**src/rtl/core/differential_drive_odometry_unit_assert.svh**
```systemverilog
// Assertion macros for the odometry unit.
`ifndef DIFFERENTIAL_DRIVE_ODOMETRY_UNIT_ASSERT_SVH
`define DIFFERENTIAL_DRIVE_ODOMETRY_UNIT_ASSERT_SVH

// Same-cycle implication.
`define DDO_ASSERT_NOW(label, clk, rst, ante, cons) \
   label: assert property (@(posedge clk) disable iff (rst) (ante) |-> (cons)) \
      else $error("odometry assertion failed");

// Next-cycle implication.
`define DDO_ASSERT_NEXT(label, clk, rst, ante, cons) \
   label: assert property (@(posedge clk) disable iff (rst) (ante) |=> (cons)) \
      else $error("odometry assertion failed");

`endif

```
**src/rtl/core/ddo_pkg.sv**
```systemverilog
// Shared types and constants of the odometry unit.
`timescale 1ns / 1ps
package ddo_pkg;

   localparam int NUM_W   = 51;
   localparam int DEN_W   = 35;
   localparam int ITER_W  = 6;
   localparam int TRIG_W  = 19;
   localparam int CNT_W   = 5;
   localparam int ATAN_LEN = 24;
   localparam int MA_W    = 25;
   localparam int MB_W    = 19;
   localparam int PROD_W  = MA_W + MB_W;
   localparam int PATH_W  = 47;

   localparam logic [ITER_W-1:0] DIV_A_ITERS = 6'd34;
   localparam logic [ITER_W-1:0] DIV_P_ITERS = 6'd51;
   localparam logic signed [TRIG_W-1:0] CORDIC_GAIN = 19'sd39797;
   localparam logic [29:0] INV_TWO_PI_Q32 = 30'd683565276;

   localparam logic [2:0] CSR_TICKS_TO_MM   = 3'd0;
   localparam logic [2:0] CSR_WHEEL_BASE    = 3'd1;
   localparam logic [2:0] CSR_START_X       = 3'd2;
   localparam logic [2:0] CSR_START_Y       = 3'd3;
   localparam logic [2:0] CSR_START_HEADING = 3'd4;

   // arctangent of 2^-i in units of 2^-32 turn
   localparam logic [31:0] ATAN_TURN [ATAN_LEN] = '{
      32'h20000000, 32'h12E4051D, 32'h09FB385B, 32'h051111D4, 32'h028B0D43, 32'h0145D7E1,
      32'h00A2F61E, 32'h00517C55, 32'h0028BE53, 32'h00145F2E, 32'h000A2F98, 32'h000517CC,
      32'h00028BE6, 32'h000145F3, 32'h0000A2F9, 32'h0000517C, 32'h000028BE, 32'h0000145F,
      32'h00000A2F, 32'h00000517, 32'h0000028B, 32'h00000145, 32'h000000A2, 32'h00000051
   };

   typedef struct packed {
      logic              start;
      logic [ITER_W-1:0] iters;
   } div_req_type;

   typedef enum logic [4:0] {
      ST_IDLE, ST_MUL_D, ST_MUL_S, ST_CHECK, ST_DIV_A, ST_PHASE, ST_TURN, ST_COR_A,
      ST_MS_LO, ST_MS_HI, ST_MS_ACC, ST_DIV_P, ST_HEAD, ST_COR_H, ST_MX_LO, ST_MX_HI,
      ST_MY_LO, ST_MY_HI, ST_MY_ACC, ST_OUT
   } state_type;

endpackage

```
**src/rtl/core/differential_drive_odometry_unit.sv**
```systemverilog
// Odometry unit top level: sequencer, pose and register file.
// A straight beat uses the CORDIC once; a vanishing turn adds a serial divide; a turning
// beat uses the serial divider and the CORDIC twice each.
// One beat at a time: req_stall holds until the result sits in
// the output register, which may still wait while the next beat is taken.
// Reset: synchronous; pose and start pose zero, scale 1.0 mm/tick, base 200 mm.
`timescale 1ns / 1ps
`include "differential_drive_odometry_unit_assert.svh"
module differential_drive_odometry_unit #(
   parameter int CORDIC_STEPS = 16
) (
   input  logic               clock,
   input  logic               reset,
   input  logic               req_valid,
   output logic               req_stall,
   input  logic signed [8:0]  req_left_ticks,
   input  logic signed [8:0]  req_right_ticks,
   output logic               rsp_valid,
   input  logic               rsp_stall,
   output logic signed [15:0] rsp_pos_x,
   output logic signed [15:0] rsp_pos_y,
   output logic [15:0]        rsp_heading,
   input  logic               csr_valid,
   output logic               csr_ready,
   input  logic [2:0]         csr_index,
   input  logic [23:0]        csr_data
);
   import ddo_pkg::*;

   // trunc(v / 2^32) saturated to 16 bits
   function automatic logic signed [15:0] shrink(input logic signed [63:0] v);
      logic signed [31:0] q;
      q = v[63:32];
      if (v[63] && (v[31:0] != 32'd0)) begin
         q = q + 32'sd1;
      end
      if (q > 32'sd32767) begin
         return 16'sh7FFF;
      end else if (q < -32'sd32768) begin
         return -16'sh8000;
      end
      return q[15:0];
   endfunction

   state_type state_ff, state_in;

   // configuration and pose
   logic [23:0]        scale_ff, scale_in;
   logic [11:0]        wbase_ff, wbase_in;
   logic signed [15:0] start_x_ff, start_x_in, start_y_ff, start_y_in;
   logic [15:0]        start_hd_ff, start_hd_in;
   logic signed [15:0] pose_x_ff, pose_x_in, pose_y_ff, pose_y_in;
   logic [15:0]        pose_hd_ff, pose_hd_in;

   // working registers of one beat
   logic signed [8:0]        left_ff, left_in, right_ff, right_in;
   logic signed [34:0]       ds_ff, ds_in, ss_ff, ss_in, a_ff, a_in;
   logic [61:0]              plo_ff, plo_in;
   logic [15:0]              phi_ff, phi_in;
   logic signed [TRIG_W-1:0] sin_a_ff, sin_a_in, cos_h_ff, cos_h_in, sin_h_ff, sin_h_in;
   logic signed [63:0]       acc_ff, acc_in;
   logic signed [PATH_W-1:0] path_ff, path_in;
   logic                     neg_ff, neg_in;

   // result register
   logic               rsp_valid_ff, rsp_valid_in;
   logic signed [15:0] out_x_ff, out_x_in, out_y_ff, out_y_in;
   logic [15:0]        out_hd_ff, out_hd_in;

   // shared units
   logic signed [MA_W-1:0]   mul_a;
   logic signed [MB_W-1:0]   mul_b;
   logic signed [PROD_W-1:0] prod;
   logic signed [63:0]       prod_x, prod_hi;
   div_req_type              div_req;
   logic [NUM_W-1:0]         div_num, quo;
   logic [DEN_W-1:0]         div_den;
   logic                     div_done;
   logic                     cor_start, cor_done;
   logic [31:0]              cor_phase;
   logic signed [TRIG_W-1:0] cor_cos, cor_sin;

   // helpers
   logic signed [9:0]  diff_v, sum_v;
   logic [11:0]        wb_eff;
   logic signed [34:0] ds_mag, a_mag, half_src;
   logic [35:0]        half_tmp;
   logic signed [PATH_W-1:0] half_path;
   logic [47:0]        a48, p48;
   logic signed [63:0] sum64, sum_mag;
   logic [45:0]        path_mag;
   logic               load_pose;

   ddo_mul u_mul (
      .clock (clock),
      .mul_a (mul_a),
      .mul_b (mul_b),
      .prod  (prod)
   );

   ddo_div u_div (
      .clock (clock),
      .reset (reset),
      .req   (div_req),
      .num   (div_num),
      .den   (div_den),
      .done  (div_done),
      .quo   (quo)
   );

   ddo_cordic #(
      .STEPS (CORDIC_STEPS)
   ) u_cordic (
      .clock (clock),
      .reset (reset),
      .start (cor_start),
      .phase (cor_phase),
      .done  (cor_done),
      .cos_v (cor_cos),
      .sin_v (cor_sin)
   );

   always_comb begin
      diff_v  = {right_ff[8], right_ff} - {left_ff[8], left_ff};
      sum_v   = {right_ff[8], right_ff} + {left_ff[8], left_ff};
      wb_eff  = (wbase_ff == 12'd0) ? 12'd1 : wbase_ff;
      ds_mag  = ds_ff[34] ? (35'sd0 - ds_ff) : ds_ff;
      a_mag   = a_ff[34] ? (35'sd0 - a_ff) : a_ff;
      prod_x  = {{(64 - PROD_W){prod[PROD_W-1]}}, prod};
      prod_hi = {prod_x[39:0], 24'd0};
      // straight or vanishing turn: path = trunc(sum*scale / 2)
      half_src  = (state_ff == ST_CHECK) ? prod[34:0] : ss_ff;
      half_tmp  = {half_src[34], half_src} + {35'd0, half_src[34]};
      half_path = {{12{half_tmp[35]}}, half_tmp[35:1]};
      a48     = {{13{a_ff[34]}}, a_ff};
      p48     = plo_ff[47:0] + {phi_ff, 32'd0};
      sum64   = acc_ff + prod_hi;
      sum_mag = sum64[63] ? (64'sd0 - sum64) : sum64;
      // path saturates at 2^45 in magnitude
      if ((quo[50:46] != 5'd0) || (quo[45] && (quo[44:0] != 45'd0))) begin
         path_mag = 46'h2000_0000_0000;
      end else begin
         path_mag = quo[45:0];
      end

      state_in     = state_ff;
      scale_in     = scale_ff;
      wbase_in     = wbase_ff;
      start_x_in   = start_x_ff;
      start_y_in   = start_y_ff;
      start_hd_in  = start_hd_ff;
      pose_x_in    = pose_x_ff;
      pose_y_in    = pose_y_ff;
      pose_hd_in   = pose_hd_ff;
      left_in      = left_ff;
      right_in     = right_ff;
      ds_in        = ds_ff;
      ss_in        = ss_ff;
      a_in         = a_ff;
      plo_in       = plo_ff;
      phi_in       = phi_ff;
      sin_a_in     = sin_a_ff;
      cos_h_in     = cos_h_ff;
      sin_h_in     = sin_h_ff;
      acc_in       = acc_ff;
      path_in      = path_ff;
      neg_in       = neg_ff;
      out_x_in     = out_x_ff;
      out_y_in     = out_y_ff;
      out_hd_in    = out_hd_ff;
      rsp_valid_in = rsp_valid_ff && rsp_stall;
      mul_a        = '0;
      mul_b        = '0;
      div_req      = '0;
      div_num      = '0;
      div_den      = '0;
      cor_start    = 1'b0;
      cor_phase    = '0;
      load_pose    = 1'b0;

      case (state_ff)
         ST_IDLE: begin
            if (req_valid) begin
               left_in  = req_left_ticks;
               right_in = req_right_ticks;
               state_in = ST_MUL_D;
            end
         end
         ST_MUL_D: begin
            mul_a    = {1'b0, scale_ff};
            mul_b    = MB_W'(diff_v);
            state_in = ST_MUL_S;
         end
         ST_MUL_S: begin
            ds_in    = prod[34:0];
            mul_a    = {1'b0, scale_ff};
            mul_b    = MB_W'(sum_v);
            state_in = ST_CHECK;
         end
         ST_CHECK: begin
            ss_in = prod[34:0];
            if (left_ff == right_ff) begin
               path_in  = half_path;
               state_in = ST_HEAD;
            end else begin
               // turn angle alpha = d*scale / wheel base
               div_req.start = 1'b1;
               div_req.iters = DIV_A_ITERS;
               div_num       = {ds_mag[33:0], 17'd0};
               div_den       = {23'd0, wb_eff};
               state_in      = ST_DIV_A;
            end
         end
         ST_DIV_A: begin
            if (div_done) begin
               a_in = ds_ff[34] ? (35'sd0 - {1'b0, quo[33:0]}) : {1'b0, quo[33:0]};
               if (quo[33:0] == 34'd0) begin
                  path_in  = half_path;
                  state_in = ST_HEAD;
               end else begin
                  state_in = ST_PHASE;
               end
            end
         end
         ST_PHASE: begin
            // alpha in turns: only the low 48 bits of the product matter
            plo_in   = 62'(a_ff[31:0]) * 62'(INV_TWO_PI_Q32);
            phi_in   = 16'(a48[47:32] * INV_TWO_PI_Q32[15:0]);
            state_in = ST_TURN;
         end
         ST_TURN: begin
            pose_hd_in = pose_hd_ff + p48[47:32];
            cor_start  = 1'b1;
            cor_phase  = p48[47:16];
            state_in   = ST_COR_A;
         end
         ST_COR_A: begin
            if (cor_done) begin
               sin_a_in = cor_sin;
               state_in = ST_MS_LO;
            end
         end
         ST_MS_LO: begin
            mul_a    = {1'b0, ss_ff[23:0]};
            mul_b    = sin_a_ff;
            state_in = ST_MS_HI;
         end
         ST_MS_HI: begin
            acc_in   = prod_x;
            mul_a    = MA_W'($signed(ss_ff[34:24]));
            mul_b    = sin_a_ff;
            state_in = ST_MS_ACC;
         end
         ST_MS_ACC: begin
            // path = sin(alpha)*sum*scale / (2*alpha)
            div_req.start = 1'b1;
            div_req.iters = DIV_P_ITERS;
            div_num       = sum_mag[50:0];
            div_den       = {a_mag[33:0], 1'b0};
            neg_in        = sum64[63] ^ a_ff[34];
            state_in      = ST_DIV_P;
         end
         ST_DIV_P: begin
            if (div_done) begin
               path_in  = neg_ff ? (47'sd0 - {1'b0, path_mag}) : {1'b0, path_mag};
               state_in = ST_HEAD;
            end
         end
         ST_HEAD: begin
            cor_start = 1'b1;
            cor_phase = {pose_hd_ff, 16'd0};
            state_in  = ST_COR_H;
         end
         ST_COR_H: begin
            if (cor_done) begin
               cos_h_in = cor_cos;
               sin_h_in = cor_sin;
               state_in = ST_MX_LO;
            end
         end
         ST_MX_LO: begin
            mul_a    = {1'b0, path_ff[23:0]};
            mul_b    = cos_h_ff;
            acc_in   = {{16{pose_x_ff[15]}}, pose_x_ff, 32'd0};
            state_in = ST_MX_HI;
         end
         ST_MX_HI: begin
            acc_in   = acc_ff + prod_x;
            mul_a    = MA_W'($signed(path_ff[46:24]));
            mul_b    = cos_h_ff;
            state_in = ST_MY_LO;
         end
         ST_MY_LO: begin
            pose_x_in = shrink(sum64);
            mul_a     = {1'b0, path_ff[23:0]};
            mul_b     = sin_h_ff;
            acc_in    = {{16{pose_y_ff[15]}}, pose_y_ff, 32'd0};
            state_in  = ST_MY_HI;
         end
         ST_MY_HI: begin
            acc_in   = acc_ff - prod_x;
            mul_a    = MA_W'($signed(path_ff[46:24]));
            mul_b    = sin_h_ff;
            state_in = ST_MY_ACC;
         end
         ST_MY_ACC: begin
            pose_y_in = shrink(acc_ff - prod_hi);
            state_in  = ST_OUT;
         end
         ST_OUT: begin
            if (!rsp_valid_ff || !rsp_stall) begin
               out_x_in     = pose_x_ff;
               out_y_in     = pose_y_ff;
               out_hd_in    = pose_hd_ff;
               rsp_valid_in = 1'b1;
               state_in     = ST_IDLE;
            end
         end
         default: begin
            state_in = ST_IDLE;
         end
      endcase

      // register writes are to arrive only while idle; the block itself does not enforce it
      if (csr_valid) begin
         case (csr_index)
            CSR_TICKS_TO_MM:   scale_in = csr_data;
            CSR_WHEEL_BASE:    wbase_in = csr_data[11:0];
            CSR_START_X: begin
               start_x_in = csr_data[15:0];
               load_pose  = 1'b1;
            end
            CSR_START_Y: begin
               start_y_in = csr_data[15:0];
               load_pose  = 1'b1;
            end
            CSR_START_HEADING: begin
               start_hd_in = csr_data[15:0];
               load_pose   = 1'b1;
            end
            default: begin
               load_pose = 1'b0;
            end
         endcase
      end
      if (load_pose) begin
         pose_x_in  = start_x_in;
         pose_y_in  = start_y_in;
         pose_hd_in = start_hd_in;
      end
   end

   always_ff @(posedge clock) begin
      if (reset) begin
         state_ff     <= ST_IDLE;
         rsp_valid_ff <= 1'b0;
         scale_ff     <= 24'd65536;
         wbase_ff     <= 12'd200;
         start_x_ff   <= '0;
         start_y_ff   <= '0;
         start_hd_ff  <= '0;
         pose_x_ff    <= '0;
         pose_y_ff    <= '0;
         pose_hd_ff   <= '0;
      end else begin
         state_ff     <= state_in;
         rsp_valid_ff <= rsp_valid_in;
         scale_ff     <= scale_in;
         wbase_ff     <= wbase_in;
         start_x_ff   <= start_x_in;
         start_y_ff   <= start_y_in;
         start_hd_ff  <= start_hd_in;
         pose_x_ff    <= pose_x_in;
         pose_y_ff    <= pose_y_in;
         pose_hd_ff   <= pose_hd_in;
      end
      left_ff   <= left_in;
      right_ff  <= right_in;
      ds_ff     <= ds_in;
      ss_ff     <= ss_in;
      a_ff      <= a_in;
      plo_ff    <= plo_in;
      phi_ff    <= phi_in;
      sin_a_ff  <= sin_a_in;
      cos_h_ff  <= cos_h_in;
      sin_h_ff  <= sin_h_in;
      acc_ff    <= acc_in;
      path_ff   <= path_in;
      neg_ff    <= neg_in;
      out_x_ff  <= out_x_in;
      out_y_ff  <= out_y_in;
      out_hd_ff <= out_hd_in;
   end

   assign req_stall   = (state_ff != ST_IDLE);
   assign csr_ready   = 1'b1;
   assign rsp_valid   = rsp_valid_ff;
   assign rsp_pos_x   = out_x_ff;
   assign rsp_pos_y   = out_y_ff;
   assign rsp_heading = out_hd_ff;

   // an accepted beat always starts the sequence
   `DDO_ASSERT_NEXT(a_accept_starts, clock, reset, req_valid && !req_stall, state_ff == ST_MUL_D)
   // divider finishes only while the sequencer waits for it
   `DDO_ASSERT_NOW(a_div_done_wait, clock, reset, div_done, state_ff == ST_DIV_A || state_ff == ST_DIV_P)
   // CORDIC finishes only while the sequencer waits for it
   `DDO_ASSERT_NOW(a_cor_done_wait, clock, reset, cor_done, state_ff == ST_COR_A || state_ff == ST_COR_H)
   // a held result is never overwritten
   `DDO_ASSERT_NEXT(a_out_waits, clock, reset, state_ff == ST_OUT && rsp_valid_ff && rsp_stall, state_ff == ST_OUT)

endmodule

```
**src/rtl/core/ddo_mul.sv**
```systemverilog
// Shared signed multiplier with registered product.
`timescale 1ns / 1ps
module ddo_mul (
   input  logic                                clock,
   input  logic signed [ddo_pkg::MA_W-1:0]     mul_a,
   input  logic signed [ddo_pkg::MB_W-1:0]     mul_b,
   output logic signed [ddo_pkg::PROD_W-1:0]   prod
);
   import ddo_pkg::*;

   logic signed [PROD_W-1:0] prod_ff;
   logic signed [PROD_W-1:0] prod_in;

   assign prod_in = mul_a * mul_b;

   always_ff @(posedge clock) begin
      prod_ff <= prod_in;
   end

   assign prod = prod_ff;

endmodule

```
**src/rtl/core/ddo_div.sv**
```systemverilog
// Restoring divider, one quotient bit per cycle, unsigned magnitudes.
`timescale 1ns / 1ps
module ddo_div (
   input  logic                          clock,
   input  logic                          reset,
   input  ddo_pkg::div_req_type          req,
   input  logic [ddo_pkg::NUM_W-1:0]     num,
   input  logic [ddo_pkg::DEN_W-1:0]     den,
   output logic                          done,
   output logic [ddo_pkg::NUM_W-1:0]     quo
);
   import ddo_pkg::*;

   logic              busy_ff, busy_in;
   logic              done_ff, done_in;
   logic [ITER_W-1:0] cnt_ff, cnt_in;
   logic [NUM_W-1:0]  num_ff, num_in;
   logic [DEN_W-1:0]  den_ff, den_in;
   logic [DEN_W-1:0]  rem_ff, rem_in;
   logic [NUM_W-1:0]  quo_ff, quo_in;
   logic [DEN_W:0]    trial;
   logic              fits;

   always_comb begin
      trial   = {rem_ff, num_ff[NUM_W-1]};
      fits    = trial >= {1'b0, den_ff};
      busy_in = busy_ff;
      done_in = 1'b0;
      cnt_in  = cnt_ff;
      num_in  = num_ff;
      den_in  = den_ff;
      rem_in  = rem_ff;
      quo_in  = quo_ff;
      if (req.start) begin
         busy_in = 1'b1;
         cnt_in  = req.iters;
         num_in  = num;
         den_in  = den;
         rem_in  = '0;
         quo_in  = '0;
      end else if (busy_ff) begin
         rem_in = fits ? DEN_W'(trial - {1'b0, den_ff}) : trial[DEN_W-1:0];
         num_in = {num_ff[NUM_W-2:0], 1'b0};
         quo_in = {quo_ff[NUM_W-2:0], fits};
         cnt_in = cnt_ff - 1'b1;
         if (cnt_ff == ITER_W'(1)) begin
            busy_in = 1'b0;
            done_in = 1'b1;
         end
      end
   end

   always_ff @(posedge clock) begin
      if (reset) begin
         busy_ff <= 1'b0;
         done_ff <= 1'b0;
         cnt_ff  <= '0;
      end else begin
         busy_ff <= busy_in;
         done_ff <= done_in;
         cnt_ff  <= cnt_in;
      end
      num_ff <= num_in;
      den_ff <= den_in;
      rem_ff <= rem_in;
      quo_ff <= quo_in;
   end

   assign done = done_ff;
   assign quo  = quo_ff;

endmodule

```
**src/rtl/core/ddo_cordic.sv**
```systemverilog
// Rotation-mode CORDIC, one micro-rotation per cycle.
`timescale 1ns / 1ps
module ddo_cordic #(
   parameter int STEPS = 16
) (
   input  logic                               clock,
   input  logic                               reset,
   input  logic                               start,
   input  logic [31:0]                        phase,
   output logic                               done,
   output logic signed [ddo_pkg::TRIG_W-1:0]  cos_v,
   output logic signed [ddo_pkg::TRIG_W-1:0]  sin_v
);
   import ddo_pkg::*;

   logic                     busy_ff, busy_in;
   logic                     done_ff, done_in;
   logic [CNT_W-1:0]         cnt_ff, cnt_in;
   logic                     flip_ff, flip_in;
   logic signed [TRIG_W-1:0] x_ff, x_in, y_ff, y_in;
   logic signed [32:0]       z_ff, z_in;
   logic signed [TRIG_W-1:0] cos_ff, cos_in, sin_ff, sin_in;
   logic signed [32:0]       zs;
   logic signed [TRIG_W-1:0] sh_x, sh_y, x_nx, y_nx;
   logic signed [32:0]       atan_v, z_nx;

   always_comb begin
      zs     = {phase[31], phase};
      atan_v = {1'b0, ATAN_TURN[cnt_ff]};
      sh_x   = x_ff >>> cnt_ff;
      sh_y   = y_ff >>> cnt_ff;
      if (!z_ff[32]) begin
         x_nx = x_ff - sh_y;
         y_nx = y_ff + sh_x;
         z_nx = z_ff - atan_v;
      end else begin
         x_nx = x_ff + sh_y;
         y_nx = y_ff - sh_x;
         z_nx = z_ff + atan_v;
      end
      busy_in = busy_ff;
      done_in = 1'b0;
      cnt_in  = cnt_ff;
      flip_in = flip_ff;
      x_in    = x_ff;
      y_in    = y_ff;
      z_in    = z_ff;
      cos_in  = cos_ff;
      sin_in  = sin_ff;
      if (start) begin
         busy_in = 1'b1;
         cnt_in  = '0;
         x_in    = CORDIC_GAIN;
         y_in    = '0;
         // fold into the right half plane; negate both results afterwards
         if (zs > 33'sd1073741824) begin
            z_in    = zs - 33'sd2147483648;
            flip_in = 1'b1;
         end else if (zs < -33'sd1073741824) begin
            z_in    = zs + 33'sd2147483648;
            flip_in = 1'b1;
         end else begin
            z_in    = zs;
            flip_in = 1'b0;
         end
      end else if (busy_ff) begin
         x_in   = x_nx;
         y_in   = y_nx;
         z_in   = z_nx;
         // counter parks on the last step so the table index stays in range
         if (cnt_ff == CNT_W'(STEPS - 1)) begin
            busy_in = 1'b0;
            done_in = 1'b1;
            cos_in  = flip_ff ? -x_nx : x_nx;
            sin_in  = flip_ff ? -y_nx : y_nx;
         end else begin
            cnt_in = cnt_ff + 1'b1;
         end
      end
   end

   always_ff @(posedge clock) begin
      if (reset) begin
         busy_ff <= 1'b0;
         done_ff <= 1'b0;
         cnt_ff  <= '0;
      end else begin
         busy_ff <= busy_in;
         done_ff <= done_in;
         cnt_ff  <= cnt_in;
      end
      flip_ff <= flip_in;
      x_ff    <= x_in;
      y_ff    <= y_in;
      z_ff    <= z_in;
      cos_ff  <= cos_in;
      sin_ff  <= sin_in;
   end

   assign done  = done_ff;
   assign cos_v = cos_ff;
   assign sin_v = sin_ff;

endmodule

```
**config.mk**
```make
export PLATFORM = sky130hd
export DESIGN_NAME = differential_drive_odometry_unit
export DESIGN_NICKNAME = d
export VERILOG_FILES = /design/src/rtl/core/ddo_pkg.sv /design/src/rtl/core/differential_drive_odometry_unit.sv /design/src/rtl/core/ddo_mul.sv /design/src/rtl/core/ddo_div.sv /design/src/rtl/core/ddo_cordic.sv
export VERILOG_INCLUDE_DIRS = /design/src /design/src/rtl/core
export SDC_FILE = /design/constraint.sdc
export NUM_CORES = 2
export LEC_CHECK = 0
export BUFFER_PORTS_ARGS = -buffer_cell sky130_fd_sc_hd__buf_2
export CAP_MARGIN = 20
export CORE_UTILIZATION = 51
export CTS_CLUSTER_SIZE = 16
export DETAILED_ROUTE_END_ITERATION = 8
export PLACE_DENSITY = 0.69
export RECOVER_POWER = 100
export SLEW_MARGIN = 20
export SYNTH_ARGS = -nofsm -noshare
export SYNTH_HDL_FRONTEND = slang
export SYNTH_SLANG_ARGS = --single-unit
```
**constraint.sdc**
```tcl
create_clock -name clock -period 9.3 [get_ports clock]
set_input_delay 0 -clock clock [delete_from_list [all_inputs] [get_ports clock]]
set_output_delay 0 -clock clock [all_outputs]
set_load 0.01 [all_outputs]
```
After elaboration in Yosys (flattened, before gate mapping)
Memory sizes are Yosys's and may differ from the RTL's.
Index checks and enable logic that the tools add are counted.
W data, S select, Z words.
{"block": "classes", "add_sub_neg": 29, "multipliers": 3, "order_cmp": 8, "eq_ne": 34, "shift": 2, "mux": 90, "bitwise": 6, "n_reduce_logical": 46}
{"operator": "$pmux W64 S5", "count": 1}
{"operator": "$mux W16", "count": 18}
{"operator": "$mux W47", "count": 5}
{"operator": "$mux W51", "count": 4}
{"operator": "$mux W32", "count": 6}
{"operator": "$mux W33", "count": 5}
{"operator": "$pmux W47 S3", "count": 1}
{"operator": "$pmux W25 S5", "count": 1}
{"operator": "$mux W34", "count": 3}
{"operator": "$pmux W51 S2", "count": 1}
{"operator": "$pmux W5 S20", "count": 1}
{"operator": "$pmux W19 S5", "count": 1}
{"operator": "$mux W19", "count": 4}
{"operator": "$mux W35", "count": 2}
{"operator": "$pmux W35 S2", "count": 1}
{"operator": "$sub A1 B34 Y34 const A", "count": 2}
{"operator": "$add A32 B2 Y32 const B", "count": 2}
{"operator": "$add A64 B44 Y64", "count": 1}
{"operator": "$add A64 B64 Y64", "count": 1}
{"operator": "$gt A32 B16 Y1 const B", "count": 2}
{"operator": "$lt A32 B16 Y1 const B", "count": 2}
{"operator": "$pmux W32 S2", "count": 1}
{"operator": "$reduce_bool A32 Y1", "count": 2}
{"operator": "$sub A64 B44 Y64", "count": 1}
{"operator": "67 further kinds", "count": 150}
{"block": "totals", "regBits": 879, "mem_bits_ro": 1024, "out_inout_bits": 51, "elab_cells": 263, "n_memories": 1}
{"name": "(name not given)", "depth": 32, "word_bits": 32, "rd": 1, "rd_ports_with_merged_regs": 0, "write_ports": 0, "line_no": "ddo_cordic.sv:29", "source": "atan_v = {1'b0, ATAN_TURN[cnt_ff]};"}

Logic depth before layout (Yosys ltp)
{"block": "depth", "ltp_word": 12, "depth_mapped": 45, "ltp_nobuf": 43}

Cells and area by module
A second synthesis with hierarchy kept.
{"block": "hier_totals", "hier_cells": 10036, "hier_area_um2": 91715.5}
{"module": "differential_drive_odometry_unit", "n_inst": 1, "cells_per_inst": 5838, "area_per_inst_um2": 52303.9, "seq_area_each_um2": 14003.4}
{"module": "ddo_mul", "n_inst": 1, "cells_per_inst": 1869, "area_per_inst_um2": 17743.3, "seq_area_each_um2": 880.8}
{"module": "ddo_cordic", "n_inst": 1, "cells_per_inst": 1487, "area_per_inst_um2": 12664.6, "seq_area_each_um2": 3062.9}
{"module": "ddo_div", "n_inst": 1, "cells_per_inst": 842, "area_per_inst_um2": 9003.6, "seq_area_each_um2": 4464.3}

Least setup slack after synthesis
OpenSTA, ideal clock, no wires.
{"block": "synth_path", "kind": "register to register", "startpoint": "register left_ff[0]", "endpoint": "register u_mul.prod_ff[42], in the netlist u_mul.prod[42]", "setup_time_ns": 0.072, "t_arrival_ns": 9.421, "required_time_ns": 9.228, "slack_ns": -0.193, "stages_incl_launch_ff": 42, "period_less_slack_ns": 9.493, "cell_sequence": "edfxtp_1 > ha_1 > fa_1 > a21oi_1 > o21bai_1 > a21oi_1 > nor2_1 > nor2_1 > nor2_1 > nor2_1 > nor2_1 > nor2_1 > o22ai_1 > a211oi_1 > clkbuf_1 > nor2_1 > fa_1 > inv_1 > [... 6 more ...] > fa_1 > inv_1 > ha_1 > ha_1 > o21a_1 > o21a_1 > o311ai_0 > a21oi_1 > a221oi_1 > a21oi_1 > a311o_1 > o41a_1 > and3_1 > nor2_1 > a211o_1 > o2111ai_1 > a21oi_1 > xnor2_1"}
{"block": "synth_via", "elab_chain_cells": 3}
{"item": "start, declared", "line_no": "differential_drive_odometry_unit.sv:56", "source": "logic signed [8:0] left_ff, left_in, right_ff, right_in;"}
{"item": "start signal, assigned", "line_no": "differential_drive_odometry_unit.sv:377", "source": "left_ff <= left_in;"}
{"item": "$add A9 B9 Y10 / $sub A9 B9 Y10 (equally long branches)", "line_no": "differential_drive_odometry_unit.sv:125, differential_drive_odometry_unit.sv:124"}
{"item": "$pmux W19 S5 *", "line_no": "differential_drive_odometry_unit.sv:181", "source": "case (state_ff)"}
{"item": "$mul A25 B19 Y44 *", "line_no": "ddo_mul.sv:14", "source": "assign prod_in = mul_a * mul_b;"}
{"item": "named net u_mul.prod_in[42]", "line_no": "ddo_mul.sv:12", "source": "logic signed [PROD_W-1:0] prod_in;"}
{"item": "end signal, assigned", "line_no": "ddo_mul.sv:17", "source": "prod_ff <= prod_in;"}
{"item": "end, declared", "line_no": "ddo_mul.sv:11", "source": "logic signed [PROD_W-1:0] prod_ff;"}
The timed path passes the listed nets; every way through them passes the cells marked *.
A chain may end at the register's enable or synchronous reset.

Worst setup path in the final report
{"block": "layout_path", "startpoint": "register right_ff[1]", "endpoint": "register u_mul.prod_ff[40], in the netlist u_mul.prod[40]"}
{"block": "layout_via", "elab_chain_cells": 3}
{"item": "start, declared", "line_no": "differential_drive_odometry_unit.sv:56"}
{"item": "start signal, assigned", "line_no": "differential_drive_odometry_unit.sv:378", "source": "right_ff <= right_in;"}
{"item": "$add A9 B9 Y10 / $sub A9 B9 Y10 (equally long branches)", "line_no": "differential_drive_odometry_unit.sv:125, differential_drive_odometry_unit.sv:124"}
{"item": "$pmux W19 S5 *", "line_no": "differential_drive_odometry_unit.sv:181"}
{"item": "$mul A25 B19 Y44 *", "line_no": "ddo_mul.sv:14"}
{"item": "named net u_mul.prod_in[40]", "line_no": "ddo_mul.sv:12"}
Marks and branches as above.

==> results.json <==
{
  "worstSetupPathType": "reg -> reg",
  "slew_violations": 452,
  "synth_top_area_cell": "fa_1",
  "synthCells": 9812,
  "placed_cell_area_sq_um": 93960,
  "critPathMaxFanout": 9,
  "multi_input_area_sq_um": 61080,
  "startpoint_type": "register",
  "viasPerCell": 5.978,
  "cts_sinks": 865,
  "outcome": "complete, but fails checks",
  "dieArea_sq_um": 176500,
  "ios": 101,
  "wl_met3_microns": 23990,
  "fillers": 15640,
  "areaGrowthSynthToFinish_pct": 10.65,
  "crit_family": "adder cells",
  "r2r_cells": 39,
  "core-area_sq_um": 173800,
  "startpoint": "right_ff[1]$_DFFE_PP_",
  "fin_worst_skew_ns": 0.02478,
  "initial_core_util_pct": 51.30,
  "fin_crit_sh_pct": 98.38,
  "grt_pass1_wl_microns": 445100,
  "violations": "design-rule violations, max-capacitance violations, max-slew violations",
  "hpwl_microns": 235600,
  "cp.depth": 39,
  "grt_start_max_net_pins": 83,
  "drc": 3,
  "die_w_microns": 420.1,
  "ir_drop_v": 0.0002619,
  "stdcell_area_sq_um": 98660,
  "seq_area_frac_synth_pct": 25.13,
  "ys.flop_type": "edfxtp_1",
  "grt_use_total_pct": 33.32,
  "max_stage_delay_ns": 0.55,
  "numPortBuffers": 99,
  "seq_area_sq_um": 22420,
  "crit_buf_inv": 8,
  "setup_viol": 0,
  "r2r-start": "right_ff[1]$_DFFE_PP_",
  "gp_congestion": 1.018,
  "rsz0062_at_grt": "yes",
  "clkLatencyLatePin_ns": 0.74,
  "crit_path_end_kind": "register",
  "worstHoldEndpoint": "scale_ff[2]$_SDFFE_PP0P_",
  "antenna_found_initial": 5,
  "grt_pass1_vias": 72680,
  "crit_required_ns": 9.96,
  "drtIter0Drc": 8045,
  "mostFrequentLayoutCells": "1225 x inv_1, 992 x nand2_1, 819 x nor2_1",
  "synth_edf_count": 509,
  "grt.overflow.total": 0,
  "maxSlewHeadroom_pct": -134.9,
  "rows": 153,
  "die_y_microns": 420.1,
  "cts_htree_levels": 3,
  "critPathArrivalTime_ns": 9.81,
  "wire_per_inst_microns": 23.84,
  "clk_path_buf_depth": 3,
  "fin_nets": 11630,
  "tightest_slew_ns": 3.523,
  "path_clk_slew_ns": 0.07,
  "met2WireLength_microns": 132800,
  "cp_slowest_cell": "fa_1",
  "hold_viol_final": 0,
  "async_flop_share_pct": 0,
  "routed.top_layer": "met5",
  "netlist-cell-type-count": 117,
  "layout-drive-gt1-share_pct": 8.177,
  "finalPower_mw": 27.12,
  "final_common_cell": "inv_1",
  "numCtsBuffers": 98,
  "cts_root_buffer": "clkbuf_16",
  "synth_area_sq_um": 89170,
  "syn_avg_cell_area_sq_um": 9.088,
  "clock.fmax_mhz": 109.3,
  "finalWirelength_microns": 296200,
  "power.density_nw_per_um2": 274.9,
  "yosys_register_bits": 865,
  "hold_path.class": "in -> reg",
  "antenna_left": 0,
  "maxCapViolCount": 10,
  "wl_met1_microns": 123600,
  "cts_tree": "yes",
  "hp-start": "csr_index[2]",
  "r2r_setup_slack_ns": 0.15,
  "vias": 74290,
  "synthTopCellsByArea": "fa_1 18%, edfxtp_1 17%, ha_1 11%, dfxtp_1 8.0%, inv_1 5.2%",
  "yosysTopAreaCellShare_pct": 18.21,
  "period_needed_ns": 9.149,
  "syn-num-nets": 11430,
  "cp_common_cell": "fa_1",
  "drtPass1Iterations": 9,
  "holdPathStages": 5,
  "p_leak_nw": 43.32,
  "yosysWarnings": 0,
  "timing.rr.end": "u_mul.prod[40]$_DFF_P_"
}
==> sequential cells by signal, indices dropped and copies added (netlist names), 19 cells and up <==
name,cells
sin_a_ff,19
ss_ff,35
acc_ff,64
cos_h_ff,19
plo_ff,32
a_ff,35
scale_ff,24
u_div.num_ff,51
ds_ff,35
u_cordic.z_ff,33
u_cordic.sin_v,19
sin_h_ff,19
u_div.quo,51
u_div.rem_ff,35
u_cordic.cos_v,19
u_mul.prod,44
u_div.den_ff,35
u_cordic.y_ff,19
path_ff,47
u_cordic.x_ff,19
==> final cells by class <==
cell class	instances	share of cell area [%]
Tap cell	2325	2.949
Clock inverter	49	0.6747
Inverter	1248	4.749
Sequential cell	865	22.72
Antenna cell	1	0.002536
Multi-Input combinational cell	7278	61.91
Timing Repair Buffer	524	4.198
Clock buffer	137	2.791
==> report_power, final <==
group / total, mW / internal, mW / switching (mW)
Combinational: 17.3 / 6.71 / 10.6
Sequential: 5.70 / 4.99 / 0.709
Clock: 4.16 / 2.42 / 1.74
Total: 27.1 / 14.1 / 13.0
==> synth_stat cells, types with 38 or more instances <==
master    count
o22ai_1      45
nor4_1       55
inv_1      1232
mux2i_1     198
ha_1        752
o21ai_0     434
a31oi_1      88
a21o_1      150
clkbuf_1    356
edfxtp_1    509
o21bai_1     64
nor2b_1      77
o21a_1       60
nor3_1      136
nand2_1     994
dfxtp_1     356
xnor2_1     498
o31ai_1      69
and2_1       60
a22oi_1      64
nor2_1      844
xor2_1      212
nand3_1     161
or3_1        78
nand2b_1     68
a221o_1      44
and3_1       89
a21oi_1     537
nand4_1      70
a211oi_1     66
fa_1        811
o211ai_1     38
==> worst min-delay path, delay by kind of cell <==
kind,cells,cell delay [ns]
compound gates,1,0.05
buf+inv,2,0.51
simple gates,2,0.19
==> repair_timing <==
item | 4_1_cts | 5_1_grt
cloned | 1 | 1
hold buffers | 64 | 0
buffers inserted | 15 | 6
setup endpoints to repair | 7 | 11
pin swaps | 30 | 69
gates resized for setup | 34 | 95
hold endpoints to repair | 147 | 0
==> stage by stage <==
| stage | std cells | setup WS (ns) | util [%] | hold slack [ns] | setup TNS (ns) |
|---|---|---|---|---|---|
| after floorplan | 9812 | 0.007267 | - | 0.09887 | 0 |
| after global placement | 12150 | -0.3971 | 54.05 | 0.1769 | -0.8652 |
| after detailed placement | 12150 | -0.5937 | 54.05 | 0.1785 | -1.764 |
| after CTS | 12420 | 0.004669 | 56.55 | 0.01435 | 0 |
| after global routing | 12430 | -0.2273 | 56.76 | 0.04257 | -0.5859 |
| final | 12430 | 0.1508 | 56.76 | 0.07557 | 0 |
==> cell families (layout without fill, tap and decap cells) <==
kind of cell	after synthesis	in the layout	share of synthesized area, %
compound gates	1980	1980	14.55
xor+xnor	715	715	7.074
fa+ha+maj	1563	1563	28.76
buf+inv	1669	1958	7.096
flops	865	865	25.13
mux	238	238	3.132
other cells	1	2	0.004206
simple gates	2781	2781	14.25
==> worst max path at each step <==
stage	end	slack, ns
after global placement	u_mul.prod[42]$_DFF_P_	-0.40
after global routing	u_mul.prod[40]$_DFF_P_	-0.23
after detailed placement	u_mul.prod[42]$_DFF_P_	-0.59
after CTS	u_mul.prod[42]$_DFF_P_	0.005
final	u_mul.prod[40]$_DFF_P_	0.15
after floorplan	u_mul.prod[42]$_DFF_P_	0.007
==> layer usage <==
layer,global-route usage (%),up-vias
li1,-,33860
met3,5.096,611
met4,15.53,2
met2,51.93,3195
met5,0,-
met1,45.55,36620
Note: power is estimated with default switching activity, not from simulation.
